`src/rtl/sfc_pkg.sv`:
```
// ----------------------------------------------------------------------------
// Scanner frame classifier package
// Shared payload types and protocol byte codes for the frame classifier.
// ----------------------------------------------------------------------------
package sfc_pkg;

	localparam int OffsetWidth = 9;
	localparam int LengthWidth = 17;

	// Control bytes of the scanner link.
	localparam logic [7:0] ByteNul = 8'h00;
	localparam logic [7:0] ByteStx = 8'h02;
	localparam logic [7:0] ByteEtx = 8'h03;
	localparam logic [7:0] ByteFirstText = 8'h20;

	// Frame type codes.
	localparam logic [7:0] TypeResend = 8'h05;
	localparam logic [7:0] TypeAck = 8'h06;
	localparam logic [7:0] TypeNak = 8'h15;
	localparam logic [7:0] TypeBusy = 8'h1B;
	localparam logic [7:0] TypeReply = 8'h50;
	localparam logic [7:0] TypeResult = 8'h51;
	localparam logic [7:0] TypeStatus = 8'h53;
	localparam logic [7:0] TypeReplyPerm = 8'h54;
	localparam logic [7:0] TypeBarData = 8'h60;
	localparam logic [7:0] TypeEvent = 8'h61;
	localparam logic [7:0] TypeSetupData = 8'h62;

	// Result frame id codes.
	localparam logic [7:0] ResultIdLongA = 8'h81;
	localparam logic [7:0] ResultIdLongB = 8'h82;
	localparam logic [7:0] ResultIdMid = 8'h83;

	// Bit positions in the collected status flags.
	localparam int FlAck = 0;
	localparam int FlNak = 1;
	localparam int FlBusy = 2;
	localparam int FlResend = 3;
	localparam int FlResp = 4;
	localparam int FlFrameData = 5;
	localparam int FlRaw = 6;
	localparam int FlError = 7;

	typedef struct packed {
		logic [7:0] data_byte;
		logic       last_byte;
	} byte_item_t;

	typedef struct packed {
		logic                   flag_ack;
		logic                   flag_nak;
		logic                   flag_busy;
		logic                   flag_resend;
		logic                   flag_response;
		logic                   flag_frame_data;
		logic                   flag_raw_data;
		logic                   flag_error;
		logic                   aborted;
		logic [OffsetWidth-1:0] response_offset;
		logic [LengthWidth-1:0] response_length;
	} result_item_t;

endpackage

```
`src/rtl/sfc_stream_if.sv`:
```
// ----------------------------------------------------------------------------
// Scanner frame classifier stream interface
// Valid/ready channel carrying one payload item per handshake.
// ----------------------------------------------------------------------------
interface sfc_stream_if #(
	parameter type T = logic
);
	logic valid;
	logic ready;
	T     payload;

	modport source (output valid, output payload, input ready);
	modport sink (input valid, input payload, output ready);
endinterface

```
`src/rtl/scanner_frame_classifier_top.sv`:
```
// ----------------------------------------------------------------------------
// Scanner frame classifier
// Walks one received scanner buffer byte by byte and reports frame flags.
// ----------------------------------------------------------------------------
// The block takes the bytes of one buffer on the bytes channel, one item per
// byte, with last_byte set on the final byte. An accepted byte updates the walker
// in the same cycle, so a new byte can be accepted on every clock unless stalled.
// The walker follows STX framed replies, acknowledges, result and bar-data
// frames, raw barcode text and error or abort conditions.
// When the final byte is accepted, one result item with the collected flags
// and the offset and length of the last response appears on the result
// channel in the next cycle, and the walker is cleared for the next buffer.
// Bytes that carry no last_byte marker produce no result item.
// Throughput is one byte per cycle while the result channel does not stall;
// the result item for the final byte comes from the result register.
// The result register holds its item while the receiver stalls; the bytes
// channel keeps accepting while the result register is empty or is being
// drained in the same cycle.
// Reset clears the walker and drops any pending result item.
// Bytes beyond BUFFER_BYTES in one buffer are ignored.
// ----------------------------------------------------------------------------
module scanner_frame_classifier_top #(
	parameter int BUFFER_BYTES = 512
) (
	input  logic         clk,
	input  logic         arst_n,
	sfc_stream_if.sink   bytes,
	sfc_stream_if.source result
);

	// Position counter must hold BUFFER_BYTES itself; stored offsets stay below it.
	localparam int PosWidth = $clog2(BUFFER_BYTES + 1);
	localparam int StartWidth = $clog2(BUFFER_BYTES);
	localparam int LenW = sfc_pkg::LengthWidth;

	typedef enum logic [2:0] {
		PH_AWAIT,
		PH_PEND,
		PH_SKIP,
		PH_SEEK,
		PH_RESULT_ID,
		PH_LEN_LO,
		PH_LEN_HI
	} phase_t;

	logic [PosWidth-1:0]   pos_q, n_pos;
	logic [StartWidth-1:0] fstart_q, n_fstart;
	phase_t                phase_q, n_phase;
	logic [7:0]            kind_q, n_kind;
	logic [LenW-1:0]       skip_q, n_skip;
	logic [7:0]            lenlo_q, n_lenlo;
	logic [7:0]            flags_q, n_flags;
	logic [StartWidth-1:0] lro_q, n_lro;
	logic [LenW-1:0]       lrl_q, n_lrl;
	logic                  halted_q, n_halted;
	logic                  aborted_q, n_aborted;

	logic                  out_valid_q;
	sfc_pkg::result_item_t out_q, n_out;

	logic                  accept;
	logic [7:0]            b;
	logic [PosWidth-1:0]   off;
	logic [LenW-1:0]       skip_dec;
	logic [LenW-1:0]       size;

	assign bytes.ready = !out_valid_q || result.ready;
	assign accept = bytes.valid && bytes.ready;
	assign b = bytes.payload.data_byte;
	assign result.valid = out_valid_q;
	assign result.payload = out_q;

	always_comb begin
		n_pos = pos_q;
		n_fstart = fstart_q;
		n_phase = phase_q;
		n_kind = kind_q;
		n_skip = skip_q;
		n_lenlo = lenlo_q;
		n_flags = flags_q;
		n_lro = lro_q;
		n_lrl = lrl_q;
		n_halted = halted_q;
		n_aborted = aborted_q;
		off = pos_q - PosWidth'(fstart_q);
		skip_dec = skip_q - LenW'(skip_q != '0);
		size = '0;

		if (32'(pos_q) < BUFFER_BYTES) begin
			if (!halted_q) begin
				unique case (phase_q)
					PH_AWAIT: begin
						n_fstart = StartWidth'(pos_q);
						n_kind = b;
						n_phase = PH_PEND;
					end
					PH_PEND: begin
						if (off == PosWidth'(1)) begin
							n_lenlo = b;
						end else if (kind_q != sfc_pkg::ByteStx) begin
							// The frame start byte was not STX: raw text or a stray control byte.
							if (kind_q >= sfc_pkg::ByteFirstText) begin
								n_flags[sfc_pkg::FlRaw] = 1'b1;
								n_halted = 1'b1;
							end else begin
								n_flags = '0;
								n_aborted = 1'b1;
								n_halted = 1'b1;
							end
						end else begin
							case (b) inside
								sfc_pkg::TypeAck: begin
									n_flags[sfc_pkg::FlAck] = 1'b1;
									n_skip = LenW'(2);
									n_phase = PH_SKIP;
								end
								sfc_pkg::TypeNak: begin
									n_flags[sfc_pkg::FlNak] = 1'b1;
									n_skip = LenW'(2);
									n_phase = PH_SKIP;
								end
								sfc_pkg::TypeBusy: begin
									n_flags[sfc_pkg::FlBusy] = 1'b1;
									n_skip = LenW'(2);
									n_phase = PH_SKIP;
								end
								sfc_pkg::TypeResend: begin
									n_flags[sfc_pkg::FlResend] = 1'b1;
									n_skip = LenW'(2);
									n_phase = PH_SKIP;
								end
								sfc_pkg::TypeReply, sfc_pkg::TypeReplyPerm,
								sfc_pkg::TypeEvent: begin
									if (lenlo_q == sfc_pkg::ByteNul) begin
										n_flags[sfc_pkg::FlError] = 1'b1;
										n_halted = 1'b1;
									end else if (lenlo_q == sfc_pkg::ByteEtx) begin
										// A two-byte reply; the type byte opens the next frame.
										n_flags[sfc_pkg::FlResp] = 1'b1;
										n_lro = fstart_q;
										n_lrl = LenW'(2);
										n_fstart = StartWidth'(pos_q);
										n_kind = b;
										n_phase = PH_PEND;
									end else begin
										n_skip = '0;
										n_phase = PH_SEEK;
									end
								end
								sfc_pkg::TypeStatus: begin
									n_skip = LenW'(3);
									n_phase = PH_SEEK;
								end
								sfc_pkg::TypeResult: begin
									n_flags[sfc_pkg::FlResp] = 1'b1;
									n_lro = fstart_q;
									n_lrl = LenW'(8);
									n_phase = PH_RESULT_ID;
								end
								sfc_pkg::TypeBarData: begin
									n_flags[sfc_pkg::FlFrameData] = 1'b1;
									n_lro = fstart_q;
									n_lrl = LenW'(10);
									n_phase = PH_LEN_LO;
								end
								sfc_pkg::TypeSetupData: begin
									n_flags[sfc_pkg::FlResp] = 1'b1;
									n_lro = fstart_q;
									n_lrl = LenW'(10);
									n_phase = PH_LEN_LO;
								end
								default: begin
									n_flags = '0;
									n_aborted = 1'b1;
									n_halted = 1'b1;
								end
							endcase
						end
					end
					PH_SKIP: begin
						n_skip = skip_dec;
						if (skip_dec == '0) begin
							n_phase = PH_AWAIT;
						end
					end
					PH_SEEK: begin
						if (skip_q != '0) begin
							n_skip = skip_dec;
						end else if (b == sfc_pkg::ByteEtx) begin
							n_flags[sfc_pkg::FlResp] = 1'b1;
							n_lro = fstart_q;
							n_lrl = LenW'(off) + LenW'(1);
							n_phase = PH_AWAIT;
						end else if (b == sfc_pkg::ByteNul) begin
							n_flags[sfc_pkg::FlError] = 1'b1;
							n_halted = 1'b1;
						end
					end
					PH_RESULT_ID: begin
						if (b == sfc_pkg::ResultIdLongA || b == sfc_pkg::ResultIdLongB) begin
							size = LenW'(14);
						end else if (b == sfc_pkg::ResultIdMid) begin
							size = LenW'(12);
						end else begin
							size = LenW'(8);
						end
						n_lrl = size;
						n_skip = size - LenW'(4);
						n_phase = PH_SKIP;
					end
					PH_LEN_LO: begin
						n_lenlo = b;
						n_lrl = LenW'(10) + LenW'(b);
						n_phase = PH_LEN_HI;
					end
					PH_LEN_HI: begin
						size = LenW'(10) + LenW'(lenlo_q) + {1'b0, b, 8'h00};
						n_lrl = size;
						n_skip = size - LenW'(5);
						n_phase = PH_SKIP;
					end
					default: begin
						n_phase = PH_AWAIT;
					end
				endcase
			end
			n_pos = pos_q + PosWidth'(1);
		end

		// A reply or status frame still open at the end of the buffer lost its ETX.
		if (bytes.payload.last_byte && !n_halted && n_phase == PH_SEEK) begin
			n_flags[sfc_pkg::FlError] = 1'b1;
		end

		n_out.flag_ack = n_flags[sfc_pkg::FlAck];
		n_out.flag_nak = n_flags[sfc_pkg::FlNak];
		n_out.flag_busy = n_flags[sfc_pkg::FlBusy];
		n_out.flag_resend = n_flags[sfc_pkg::FlResend];
		n_out.flag_response = n_flags[sfc_pkg::FlResp];
		n_out.flag_frame_data = n_flags[sfc_pkg::FlFrameData];
		n_out.flag_raw_data = n_flags[sfc_pkg::FlRaw];
		n_out.flag_error = n_flags[sfc_pkg::FlError];
		n_out.aborted = n_aborted;
		if (n_aborted) begin
			n_out.response_offset = '0;
			n_out.response_length = '0;
		end else begin
			n_out.response_offset = sfc_pkg::OffsetWidth'(n_lro);
			n_out.response_length = n_flags[sfc_pkg::FlRaw] ? LenW'(n_pos) : n_lrl;
		end
	end

	always_ff @(posedge clk or negedge arst_n) begin
		if (!arst_n) begin
			pos_q <= '0;
			fstart_q <= '0;
			phase_q <= PH_AWAIT;
			kind_q <= '0;
			skip_q <= '0;
			lenlo_q <= '0;
			flags_q <= '0;
			lro_q <= '0;
			lrl_q <= '0;
			halted_q <= 1'b0;
			aborted_q <= 1'b0;
			out_valid_q <= 1'b0;
			out_q <= '0;
		end else begin
			if (accept && bytes.payload.last_byte) begin
				pos_q <= '0;
				fstart_q <= '0;
				phase_q <= PH_AWAIT;
				kind_q <= '0;
				skip_q <= '0;
				lenlo_q <= '0;
				flags_q <= '0;
				lro_q <= '0;
				lrl_q <= '0;
				halted_q <= 1'b0;
				aborted_q <= 1'b0;
				out_q <= n_out;
			end else if (accept) begin
				pos_q <= n_pos;
				fstart_q <= n_fstart;
				phase_q <= n_phase;
				kind_q <= n_kind;
				skip_q <= n_skip;
				lenlo_q <= n_lenlo;
				flags_q <= n_flags;
				lro_q <= n_lro;
				lrl_q <= n_lrl;
				halted_q <= n_halted;
				aborted_q <= n_aborted;
			end
			if (accept && bytes.payload.last_byte) begin
				out_valid_q <= 1'b1;
			end else if (result.ready) begin
				out_valid_q <= 1'b0;
			end
		end
	end

endmodule

```
`src/flat_wrapper.sv`:
```
// flat-port wrapper written by rule: the top's interface ports become plain ports
module scanner_frame_classifier_top_flat 
#(
	parameter int BUFFER_BYTES = 512
)
  (clk, arst_n, bytes_valid, bytes_payload, bytes_ready, result_valid, result_payload, result_ready);
  sfc_stream_if #(.T(sfc_pkg::byte_item_t)) bytes_i ();
  sfc_stream_if #(.T(sfc_pkg::result_item_t)) result_i ();
  input  logic clk;
  input  logic arst_n;
  input wire logic [$bits(bytes_i.valid)-1:0] bytes_valid;
  input wire logic [$bits(bytes_i.payload)-1:0] bytes_payload;
  output wire logic [$bits(bytes_i.ready)-1:0] bytes_ready;
  output wire logic [$bits(result_i.valid)-1:0] result_valid;
  output wire logic [$bits(result_i.payload)-1:0] result_payload;
  input wire logic [$bits(result_i.ready)-1:0] result_ready;
  assign bytes_i.valid = bytes_valid;
  assign bytes_i.payload = bytes_payload;
  assign bytes_ready = bytes_i.ready;
  assign result_valid = result_i.valid;
  assign result_payload = result_i.payload;
  assign result_i.ready = result_ready;
  scanner_frame_classifier_top #(.BUFFER_BYTES(BUFFER_BYTES)) u_core (.clk(clk), .arst_n(arst_n), .bytes(bytes_i), .result(result_i));
endmodule
```
`config.mk`:
```
export PLATFORM = sky130hd
export DESIGN_NAME = scanner_frame_classifier_top_flat
export DESIGN_NICKNAME = d
export VERILOG_FILES = /design/src/rtl/sfc_pkg.sv /design/src/rtl/sfc_stream_if.sv /design/src/rtl/scanner_frame_classifier_top.sv /design/src/flat_wrapper.sv
export SDC_FILE = /design/constraint.sdc
export NUM_CORES = 1
export LEC_CHECK = 0
export BUFFER_PORTS_ARGS = -buffer_cell sky130_fd_sc_hd__buf_2
export CAP_MARGIN = 20
export CORE_MARGIN = 4
export CORE_UTILIZATION = 25
export DETAILED_ROUTE_END_ITERATION = 12
export GPL_ROUTABILITY_DRIVEN = 0
export MAX_ROUTING_LAYER = met4
export PLACE_DENSITY = 0.51
export SETUP_SLACK_MARGIN = 0.02
export SLEW_MARGIN = 20
export SYNTH_ARGS = -nofsm -noshare
export SYNTH_HDL_FRONTEND = slang
export SYNTH_SLANG_ARGS = --single-unit
```
`constraint.sdc`:
```
create_clock -name clk -period 4.2 [get_ports clk]
set_input_delay 0.42 -clock clk [delete_from_list [all_inputs] [get_ports clk]]
set_output_delay 0.42 -clock clk [all_outputs]
set_load 0.02 [all_outputs]
```
# After elaboration in Yosys (flattened, before gate mapping)
# Index checks and enable logic that the tools add are counted.
totals:
  ff_bits: 127
  latch_bits: 0
  ram_bits: 0
  mem_bits_ro: 0
  in_bits: 13
  mem_count: 0
classes:
  add_sub_neg: 9
  n_mul: 0
  div: 0
  n_lt_le_gt_ge: 2
  eq_ne: 40
  shifts: 0
  muxes: 254
  bitwise: 0
  n_reduce_logical: 24
ops:
  columns: ["cell", "n"]
  rows:
  - ["$mux W17", 39]
  - ["$mux W9", 32]
  - ["$mux W8", 24]
  - ["$pmux W17 S5", 2]
  - ["$mux W1", 121]
  - ["$mux W3", 20]
  - ["$eq A8 B7 Y1 const B", 7]
  - ["$pmux W9 S2", 2]
  - ["$sub A17 B3 Y17 const B", 2]
  - ["$pmux W8 S2", 2]
  - ["$mux W10", 3]
  - ["$mux W26", 1]
  - ["$eq A8 B8 Y1 const B", 3]
  - ["$ne A3 B3 Y1 const B", 7]
  - ["$add A4 B8 Y9 const A", 2]
  - ["$pmux W3 S6", 1]
  - ["$add A17 B16 Y17", 1]
  - ["$logic_not A17 Y1", 1]
  - ["$reduce_bool A17 Y1", 1]
  - ["$sub A17 B1 Y17", 1]
  - ["$eq A8 B2 Y1 const B", 2]
  - ["$eq A8 B3 Y1 const B", 2]
  - ["$eq A8 B5 Y1 const B", 2]
  - ["$logic_not A8 Y1", 2]
  - ["30 further kinds", 49]

# Depth between registers and ports, before layout
# Gate-level depths: netlist of the first run.
logic_depth:
  depth_word: 21
  mapped_depth: 18
  mapped_depth_nobuf: 15

# Least setup slack after synthesis of the first run
# OpenSTA, ideal clock, no wires.
synth_timing:
  kind: "flip-flop to flip-flop"
  from: "reg u_core.skip_q[3]"
  to: "reg u_core.out_q (netlist bit u_core.result.payload[27])"
  arrival_time_ns: 3.771
  required_ns: 4.080
  slack_ns: 0.309
  path_stages_with_launch: 18
  period_less_slack_ns: 3.891
  cell_sequence: "dfrtp_1 > nor3_1 > nand4_1 > nor2_1 > inv_1 > ha_1 > ha_1 > clkbuf_1 > nor3b_1 > and2_1 > clkbuf_1 > o21a_1 > nor3_1 > o22ai_1 > o41a_1 > a211oi_1 > nand3b_1 > a41o_1"
synth_via:
  elab_chain_len: 10
  elab_cells_between_ends: 21
  cone_classes: "1 x add/sub; 1 x eq/ne; 14 x mux; 5 x reduce/logical"
synth_rtl:
  columns: ["element", "line", "rtl"]
  rows:
  - ["start: declaration", "scanner_frame_classifier_top.sv:50", "logic [LenW-1:0] skip_q, n_skip;"]
  - ["start signal: assignment", "scanner_frame_classifier_top.sv:287", "skip_q <= n_skip;"]
  - ["$reduce_bool A17 Y1", "scanner_frame_classifier_top.sv:86, scanner_frame_classifier_top.sv:187", null]
  - ["$sub A17 B1 Y17", "scanner_frame_classifier_top.sv:86", "skip_dec = skip_q - LenW'(skip_q != '0);"]
  - ["$logic_not A17 Y1", "scanner_frame_classifier_top.sv:182", "if (skip_dec == '0) begin"]
  - ["$mux W3", "scanner_frame_classifier_top.sv:182", null]
  - ["$pmux W3 S6", "scanner_frame_classifier_top.sv:91", "unique case (phase_q)"]
  - ["$mux W3", "scanner_frame_classifier_top.sv:90", "if (!halted_q) begin"]
  - ["$mux W3", "scanner_frame_classifier_top.sv:89", "if (32'(pos_q) < BUFFER_BYTES) begin"]
  - ["$eq A3 B2 Y1", "scanner_frame_classifier_top.sv:231", "if (bytes.payload.last_byte && !n_halted && n_phase == PH_SEEK) begin"]
  - ["$logic_and A1 B1 Y1", "scanner_frame_classifier_top.sv:231", null]
  - ["$mux W1 (*)", "scanner_frame_classifier_top.sv:231", null]
  - ["end signal: assignment", "scanner_frame_classifier_top.sv:281", "out_q <= n_out;"]
  - ["end: declaration", "scanner_frame_classifier_top.sv:59", "sfc_pkg::result_item_t out_q, n_out;"]
# Mark *: on every way between the ends. The rest lies on a longest branch, timed or not.
# A chain may end at the register's enable or synchronous reset.

# Final worst setup path of the first run
layout_timing:
  from: "reg u_core.skip_q[7]"
  to: "reg u_core.out_q (netlist bit u_core.result.payload[27])"
# The elaborated chain is that of the path after synthesis.

==> flow_summary.toml, run 1 <==
[status]
status = "completed"

[global_routing]
gr-max-usage-layer = "met2"
grt_max_degree = 51
grt.total_usage = 0.166
grt_pass1_wl_mm = 49.7
antenna_found_initial = 0
overflow = 0
grt_pass1_vias = 8482
grt.met2_usage = 0.256
grt_use_met1 = 0.222
gr-usage-met3 = 0.0250

[sta]
finalHoldViolCount = 0
setup_viol = 0
rsz0062_at_grt = "no"
finalCritPeriodShare = 0.932
drv_slew = 0
fin_crit_ns = 3.91
max_clock_freq_mhz = 256
slew_headroom = 0.448
setup_tns_ns = 0
worst_clock_skew_ns = 0.0109
worst_slew_pin_slew_ns = 0.821

[clocking]
cts_buffer_depth = 2
tritoncts = "done"
clkTransAtPathRegs_ns = 0.06
h-tree-depth = 4
cts_buffers = 17
clkLatencyLatePin_ns = 0.44
root_buffer = "clkbuf_16"
cts_num_sinks = 127

[layout]
fillers = 3816
layout.nets = 1181
final_cells = 1617
regArea_sq_mm = 0.00318
diodes = 0
syn_to_final_growth_pct = 16.1
drive_above_1_share = 0.140
multi_input_area_sq_mm = 0.00547

[floorplan]
coreArea_sq_mm = 0.0357
die-area_sq_mm = 0.0393
die_y_um = 198
io_pins = 50
rows = 69
fp.dieW_um = 198
start_util = 0.254

[drt]
route.detailed.wl_per_inst_um = 19.6
viasPerCell = 5.47
drc = 0
ant_nets = 0
drt_pass1_iterations = 6
drt_iter0_drc = 693
num_vias = 8846
routed_wl_mm = 31.8

[placed_design]
dpl.hpwl_mm = 23.4
portBuffers = 49
placed_cells = 1583

[setup_path]
path_max_fanout = 9
cp.required_ns = 4.53
r2r_cells = 15
cp_slowest_stage_delay_ns = 0.49
timing.rr.end = "u_core.result.payload[27]"
worstSetupPathType = "register to register"
setup.worst_path.end_class = "register"
crit_path_start_kind = "register"
cp_cell_sequence = "nor4_2 > nand4_1 > nor2_2 > inv_1 > ha_1 > ha_1 > nor3b_1 > and2_1 > o21a_1 > nor3_1 > o22ai_1 > o41a_1 > a211oi_1 > nand3b_1 > a41o_1"
slowest_stage = "dfrtp_1"
cp.arrival_ns = 4.24
crit_top_cell = "ha_1"
r2r_setup_slack_ns = 0.29
r2r-start = "u_core.skip_q[7]"

[synth]
synth_top_family_by_area = "compound AO/OA/AOI/OAI gates"
ys_ff_latch = 127
synth_compound_area_frac = 0.267
synth_flop_cell = "dfrtp_1"
yosys_warnings = 0
syn_area_per_cell_sq_um = 8.19
synth-edff-count = 0
ys_types = 88
synth_xor_xnor_area_share = 0.0533
synth_cells = 1104
async_flop_share = 1.00
synth-simple-area-share = 0.237
netlist_area_sq_mm = 0.00904
synth-adder-area-share = 0.0354
synth_seq_area_share = 0.352
synthMuxAreaShare = 0.00789
synth_fp_nets = 1142

[hold_path]
holdPathStages = 3
hold-path-endpoint = "u_core.lenlo_q[6]"
hp-class = "primary input to register"
min-delay-start = "bytes_payload[7]"

[power]
power.density_mw_per_mm2 = 441
p_leak_uw = 0.00438
power_uw = 4630
vdd_ir_drop_max_mv = 0.257

[run]
maxCapViolCount = 0
==> sequential cells by signal, summed over array words and instances, names as in the netlist, 3 cells and up <==
signal	count
u_core.flags_q	8
u_core.fstart_q	9
u_core.kind_q	8
u_core.lenlo_q	8
u_core.lrl_q	17
u_core.lro_q	9
u_core.phase_q	3
u_core.pos_q	10
u_core.result.payload	35
u_core.skip_q	17
==> layer usage <==
metal | vias to the layer above | wire length (um)
met1 | 4342 | 14500
met3 | 53 | 1660
met2 | 305 | 14700
met4 | 0 | 924
met5 | - | 0
li1 | 4146 | -
==> critical path, delay by kind of cell (launching register included) <==
family / cells / cell delay, ns
AND/OR/NAND/NOR: 7 / 1.45
AO/OA/AOI/OAI: 5 / 1.28
adder cells (fa/ha/maj): 2 / 0.47
buffers and inverters: 1 / 0.10
flip-flops: 1 / 0.49
==> layout make-up <==
class,count,share of cell area
clock buffers,17,0.0405
well taps,461,0.0549
flip-flops and latches,127,0.303
multi-input cells,872,0.521
inverters,33,0.0118
clock inverters,15,0.0142
repair buffers,92,0.0549
==> placed cells by master, fill, tap and decap left out, drive strengths merged, types with 8 or more instances in the layout <==
cell    netlist  layout
a21oi        60      60
o31ai         9       9
nor2b        13      13
nand2b       11      11
nor4         12      12
o22ai        17      17
xnor2        22      22
a31oi        24      24
a22o         23      23
dfrtp       127     127
clkbuf       53      17
nand2       156     156
and2         14      14
o221ai       11      11
nor2         79      79
a22oi        18      18
buf          19      91
and3         11      11
xor2         33      33
or3          14      14
ha           24      24
inv          31      40
or4           8       8
nand4        12      12
o21ai       105     105
nor3         36      36
nand3        30      30
==> logic make-up (layout without fill, tap and decap cells) <==
family / after synthesis / count (layout)
DFF: 127 / 127
xor gates and xnor gates: 55 / 55
adders and majority gates: 25 / 25
buffers and inverters: 105 / 157
and+or+nand+nor: 431 / 431
muxes: 7 / 7
AOI/OAI and AO/OA: 354 / 354
==> synth_stat cells, types with 7 or more instances <==
library cell  instances  area (sq um)
nor2_1               79           297
clkbuf_1             53           199
o21ai_0              83           415
xor2_1               33           289
o22ai_1              17           106
buf_2                 9          45.0
nor2b_1              13          81.3
ha_1                 24           300
nand2b_1             11          68.8
o221ai_1              7          61.3
or3_1                14          87.6
dfrtp_1             127          3180
or4_1                 8          60.1
nand3_1              29           145
a22o_1               23           201
o21ai_1              22           110
xnor2_1              22           193
a21oi_1              57           285
a22oi_1              18           135
a221o_1               7          70.1
o31ai_1               9          67.6
nor3_1               35           175
nand4_1              12          75.1
inv_1                31           116
nand2_1             154           578
nand3b_1              7          52.6
and2_1               14          87.6
and3_1               11          68.8
a31oi_1              22           138
a21o_1                7          52.6
nor4_1               10          62.6
==> how the worst max path moves through the flow <==
stage	startpoint	to	slack, ns
floorplan	u_core.skip_q[3]	u_core.result.payload[27]	0.31
global placement	u_core.skip_q[9]	u_core.result.payload[27]	0.29
detailed placement	u_core.skip_q[9]	u_core.result.payload[27]	0.19
CTS	u_core.skip_q[9]	u_core.result.payload[27]	0.15
global route	u_core.fstart_q[0]	u_core.kind_q[5]	0.05
finish	u_core.skip_q[7]	u_core.result.payload[27]	0.29
==> power by group <==
part / switching [uW] / internal (uW)
sequential: 138 / 1340
combinational: 1070 / 594
clock: 657 / 835
==> metrics by stage <==
stage               worst slack, ns  hold WS, ns  utilization  instance area (sq um)
floorplan                     0.309        0.124            -                   9040
global placement              0.292        0.394        0.277                   9880
detailed placement            0.191        0.390        0.277                   9880
CTS                           0.152        0.327        0.293                  10500
global route                 0.0454        0.349        0.294                  10500
finish                        0.287        0.329        0.294                  10500
==> what timing repair did <==
item | CTS | global route
hold buffers | 1 | 0
gates resized for setup | 0 | 5
endpoints found under the hold margin | 46 | 0
buffers inserted | 0 | 1
setup endpoints to repair | 0 | 8
(Power assumes the default switching activity.)
==> inputs of run 2 (changes only) <==
- BUFFER_PORTS_ARGS: -buffer_cell sky130_fd_sc_hd__buf_2 -> -buffer_cell sky130_fd_sc_hd__clkbuf_2
- RECOVER_POWER: default -> 50
==> run 2 against run 1 <==
  * Hold slack better by 0.016 ns
  * Critical path type unchanged
  * The flow now finishes with violations (max-capacitance violations, max-slew violations)
  * Die area unchanged
  * Utilization about the same
  * Highest routed layer unchanged
  * Largest power group unchanged
  * First-iteration DRC count up 13%
==> flow_summary.toml, run 2 (synthesis gave the netlist of run 1 again) <==
[status]
status = "finished with violations"
failed_checks = "max-capacitance violations, max-slew violations"

[run]
maxCapViolCount = 1

[sta]
worst_clock_skew_ns = 0.0121
fin_crit_ns = 3.99
finalHoldViolCount = 0
max_clock_freq_mhz = 251
postLayoutSetupSlackWorst_ns = 0.214
setup_viol = 0
rsz0062_at_grt = "no"
setup_tns_ns = 0
drv_slew = 47
worst_slew_pin_slew_ns = 2.72
finalCritPeriodShare = 0.949
slew_headroom = -0.816

[setup_path]
crit_top_cell = "a211oi_1"
setup.worst_path.end_class = "register"
worstSetupPathType = "register to register"
slowest_stage = "or4_1"
crit_path_start_kind = "register"
cp.required_ns = 4.57
cp.arrival_ns = 4.36
cp_cell_sequence = "ha_1 > inv_1 > fa_1 > a211oi_1 > a211oi_1 > o211ai_1 > nand2_1 > nor4_2 > nor3_1 > or4_1 > nor2_1 > a221o_1"
cp_top_family = "simple AND/OR/NAND/NOR gates"
cp_slowest_stage_delay_ns = 0.79
critPathBufInv = 1
path_max_fanout = 12

[power]
vdd_ir_drop_max_mv = 0.238
power.density_mw_per_mm2 = 450
p_leak_uw = 0.00425
power_uw = 4730

[layout]
mostFrequentLayoutCells = "nand2_1 (152), dfrtp_1 (127), o21ai_0 (83), nor2_1 (79), a21oi_1 (57)"
drive_above_1_share = 0.107
layout.nets = 1185
largest_reg_flops = 35
final_common_cell = "nand2_1"
diodes = 0
syn_to_final_growth_pct = 16.3

[global_routing]
grt.total_usage = 0.168
antenna_found_initial = 0
grt_pass1_wl_mm = 50.7
overflow = 0
grt_max_degree = 47
grt_pass1_vias = 8517

[clocking]
cts_num_sinks = 127
clkTransAtPathRegs_ns = 0.06
h-tree-depth = 4
clkLatencyLatePin_ns = 0.44
cts_buffer_depth = 2
tritoncts = "done"
cts_buffers = 17
root_buffer = "clkbuf_16"

[drt]
drt_iter0_drc = 784
routed_wl_mm = 32.1
viasPerCell = 5.44
num_vias = 8808
drc = 0
ant_nets = 0
route.detailed.wl_per_inst_um = 19.8
drt_pass1_iterations = 5

[floorplan]
die_y_um = 198
start_util = 0.254
rows = 69
coreArea_sq_mm = 0.0357
io_pins = 50
fp.dieW_um = 198
die-area_sq_mm = 0.0393

[placed_design]
portBuffers = 49
pre_cts_ws_ns = 0.210
dpl.hpwl_mm = 23.7

[hold_path]
hp-class = "primary input to register"
[run 2: metrics by stage]
| step | utilization | area [sq um] | hold slack (ns) | std cells |
|---|---|---|---|---|
| 6_report | 0.295 | 10500 | 0.345 | 1620 |
| 3_5_place_dp | 0.278 | 9930 | 0.383 | 1588 |
| 3_3_place_gp | 0.278 | 9930 | 0.389 | 1588 |
| 5_1_grt | 0.295 | 10500 | 0.348 | 1620 |
| 4_1_cts | 0.296 | 10600 | 0.339 | 1620 |
| 2_1_floorplan | - | 9040 | 0.124 | 1104 |
[run 2: timing repair]
item	4_1_cts	5_1_grt
endpoints found under the setup margin	0	2
buffers inserted	0	0
hold buffers	1	0
gates resized for setup	0	2
endpoints found under the hold margin	44	0
[run 2: worst reg2reg max path, cell delays in order, from the launching register on]
cell      delay, ns
dfrtp_1        0.46
ha_1           0.22
inv_1          0.05
fa_1           0.42
a211oi_1       0.39
a211oi_1       0.09
o211ai_1       0.48
nand2_1        0.16
nor4_2         0.35
nor3_1         0.18
or4_1          0.79
nor2_1         0.22
a221o_1        0.13
[run 2: final timing paths]
path	start	to	slack [ns]	cells past startpoint
max in group asynchronous	arst_n	u_core.result.payload[4]	0.75	3
worst max-delay path	u_core.fstart_q[0]	u_core.result.payload[8]	0.21	12
worst min register to register	u_core.lro_q[7]	u_core.lro_q[7]	0.48	2
worst min-delay path	result_ready	u_core.result.valid	0.34	3
min in group asynchronous	arst_n	u_core.skip_q[8]	1.39	2
worst max register to register	u_core.fstart_q[0]	u_core.result.payload[8]	0.21	12
[run 2: area by class of cell]
| type | instances | area, sq um |
|---|---|---|
| fillers | 3840 | 25100 |
| repair buffers | 96 | 563 |
| clock inverters | 13 | 176 |
| multi-input cells | 872 | 5460 |
| inverters | 33 | 124 |
| flip-flops and latches | 127 | 3180 |
| well taps | 461 | 577 |
| clock buffers | 18 | 439 |
[run 2: report_power, final]
group | switching (uW) | leakage [uW] | internal (uW) | total, uW
clock network | 643 | 0.000292 | 960 | 1600
logic | 1070 | 0.00222 | 579 | 1650
registers | 138 | 0.00173 | 1340 | 1480
[run 2: per-layer routing]
layer  up-vias  share of wire  wire [um]  global-route usage
li1       4159              -          -                   -
met1      4335           0.46      14700               0.228
met2       280           0.47      15200               0.266
met3        34          0.050       1610              0.0233
met4         0          0.019        618              0.0418
met5         -              0          0                   -
==> inputs of run 3 (changes only) <==
- REMOVE_ABC_BUFFERS: default -> 1
==> run 3 against run 2 <==
  * The flow still finishes with violations (max-capacitance violations, max-slew violations)
  * Hold slack lost 0.084 ns
  * Final area hardly changed
  * Cell count unchanged
  * Routed wire length shrank 0.89%
  * Combinational power about the same
  * Clock power barely moved
  * First-iteration DRC count rose by 11%
  * Critical endpoint is now u_core.result.payload[9]
==> flow_summary.toml, run 3 (synthesis gave the netlist of run 1 again) <==
[status]
status = "finished with violations"
failed_checks = "max-capacitance violations, max-slew violations"

[global_routing]
overflow = 0
grt_pass1_vias = 8528
grt_max_degree = 76
grt_pass1_wl_mm = 50.2
grt.total_usage = 0.166
antenna_found_initial = 0

[drt]
routed_wl_mm = 31.9
ant_nets = 0
drt_iter0_drc = 872
drc = 0
viasPerCell = 5.40
route.detailed.wl_per_inst_um = 19.7
num_vias = 8746
drt_pass1_iterations = 5

[sta]
rsz0062_at_grt = "no"
max_clock_freq_mhz = 251
setup_tns_ns = 0
postLayoutSetupSlackWorst_ns = 0.217
fin_crit_ns = 3.98
drv_slew = 106
finalHoldViolCount = 0
finalCritPeriodShare = 0.948
setup_viol = 0
worst_slew_pin_slew_ns = 2.04
worst_clock_skew_ns = 0.0111
slew_headroom = -0.358

[power]
power.density_mw_per_mm2 = 451
p_leak_uw = 0.00429
power_uw = 4740
vdd_ir_drop_max_mv = 0.249

[floorplan]
coreArea_sq_mm = 0.0357
fp.dieW_um = 198
die_y_um = 198
die-area_sq_mm = 0.0393
start_util = 0.254
rows = 69
io_pins = 50

[setup_path]
path_max_fanout = 15
worstSetupPathType = "register to register"
crit_path_start_kind = "register"
cp_cell_sequence = "inv_1 > ha_1 > inv_1 > fa_1 > a211oi_1 > nor2_1 > xor2_1 > a2111o_1 > or4_1 > buf_4 > nand2_4 > o22a_1 > or3_1 > o221ai_1"
crit_top_cell = "inv_1"
cp_slowest_stage_delay_ns = 0.45
setup.worst_path.end_class = "register"
cp.arrival_ns = 4.25
slowest_stage = "dfrtp_1"
cp.required_ns = 4.47

[layout]
multi_input_area_sq_mm = 0.00545
drive_above_1_share = 0.124
regArea_sq_mm = 0.00318
final_util = 0.295
layout.nets = 1184
diodes = 0
mostFrequentLayoutCells = "nand2_1 (152), dfrtp_1 (127), o21ai_0 (83), nor2_1 (79), a21oi_1 (57)"
syn_to_final_growth_pct = 16.3
final_common_cell = "nand2_1"
fillers = 3846
largest_reg_flops = 35
final_cells = 1620

[placed_design]
placed_cells = 1587
dpl.hpwl_mm = 23.3
portBuffers = 49
pre_cts_ws_ns = 0.188

[clocking]
clkLatencyLatePin_ns = 0.43
clkTransAtPathRegs_ns = 0.06
cts_buffer_depth = 2
root_buffer = "clkbuf_16"
holdBufCountCts = 0
cts_buffers = 17
h-tree-depth = 4
cts_num_sinks = 127
tritoncts = "done"

[run]
maxCapViolCount = 2

[hold_path]
hp-class = "primary input to register"
run 3: worst max-delay path: cells and delay by family, from the launching register on:
kind / cells / cell delay (ns)
AND/OR/NAND/NOR: 4 / 0.98
buffers and inverters: 3 / 0.37
flip-flops: 1 / 0.45
XOR/XNOR: 1 / 0.20
adder cells (fa/ha/maj): 2 / 0.59
AO/OA/AOI/OAI: 4 / 1.22
run 3: metal layers:
metal | vias to the layer above | part of all wire | GRT usage
met4 | 0 | 0.027 | 0.0579
li1 | 4152 | - | -
met5 | - | 0 | -
met1 | 4227 | 0.48 | 0.235
met3 | 51 | 0.051 | 0.0216
met2 | 316 | 0.45 | 0.245
run 3: final timing paths:
kind	from	to	slack, ns	cells past startpoint
worst max-delay path	u_core.pos_q[0]	u_core.result.payload[9]	0.22	14
worst min-delay path	bytes_payload[6]	u_core.lenlo_q[5]	0.26	3
worst max register to register	u_core.pos_q[0]	u_core.result.payload[9]	0.22	14
worst min register to register	u_core.result.payload[31]	u_core.result.payload[31]	0.48	2
max in group asynchronous	arst_n	u_core.phase_q[1]	1.21	2
min in group asynchronous	arst_n	u_core.result.payload[0]	0.55	1
run 3: power by group:
part | switching, uW | leakage, uW | internal [uW]
Clock | 632 | 0.000291 | 961
Sequential | 148 | 0.00173 | 1340
Combinational | 1070 | 0.00227 | 587
run 3: per-stage QoR:
| step | hold slack [ns] | instance area, sq um |
|---|---|---|
| after CTS | 0.0507 | 10500 |
| final | 0.261 | 10500 |
| after global placement | 0.456 | 9910 |
| after global routing | 0.281 | 10500 |
| after detailed placement | 0.462 | 9910 |
| after floorplan | 0.124 | 8730 |
run 3: what timing repair did:
| item | 4_1_cts | 5_1_grt |
|---|---|---|
| setup endpoints to repair | 0 | 6 |
| setup buffers | 0 | 1 |
| resized for setup | 0 | 1 |
run 3: final cells by class:
| type | count | share of cell area |
|---|---|---|
| clock buffer | 18 | 0.0418 |
| sequential | 127 | 0.302 |
| clock inverter | 14 | 0.0175 |
| multi-input combinational | 872 | 0.519 |
| tap | 461 | 0.0548 |
| inverter | 33 | 0.0118 |
| timing repair buffer | 95 | 0.0533 |
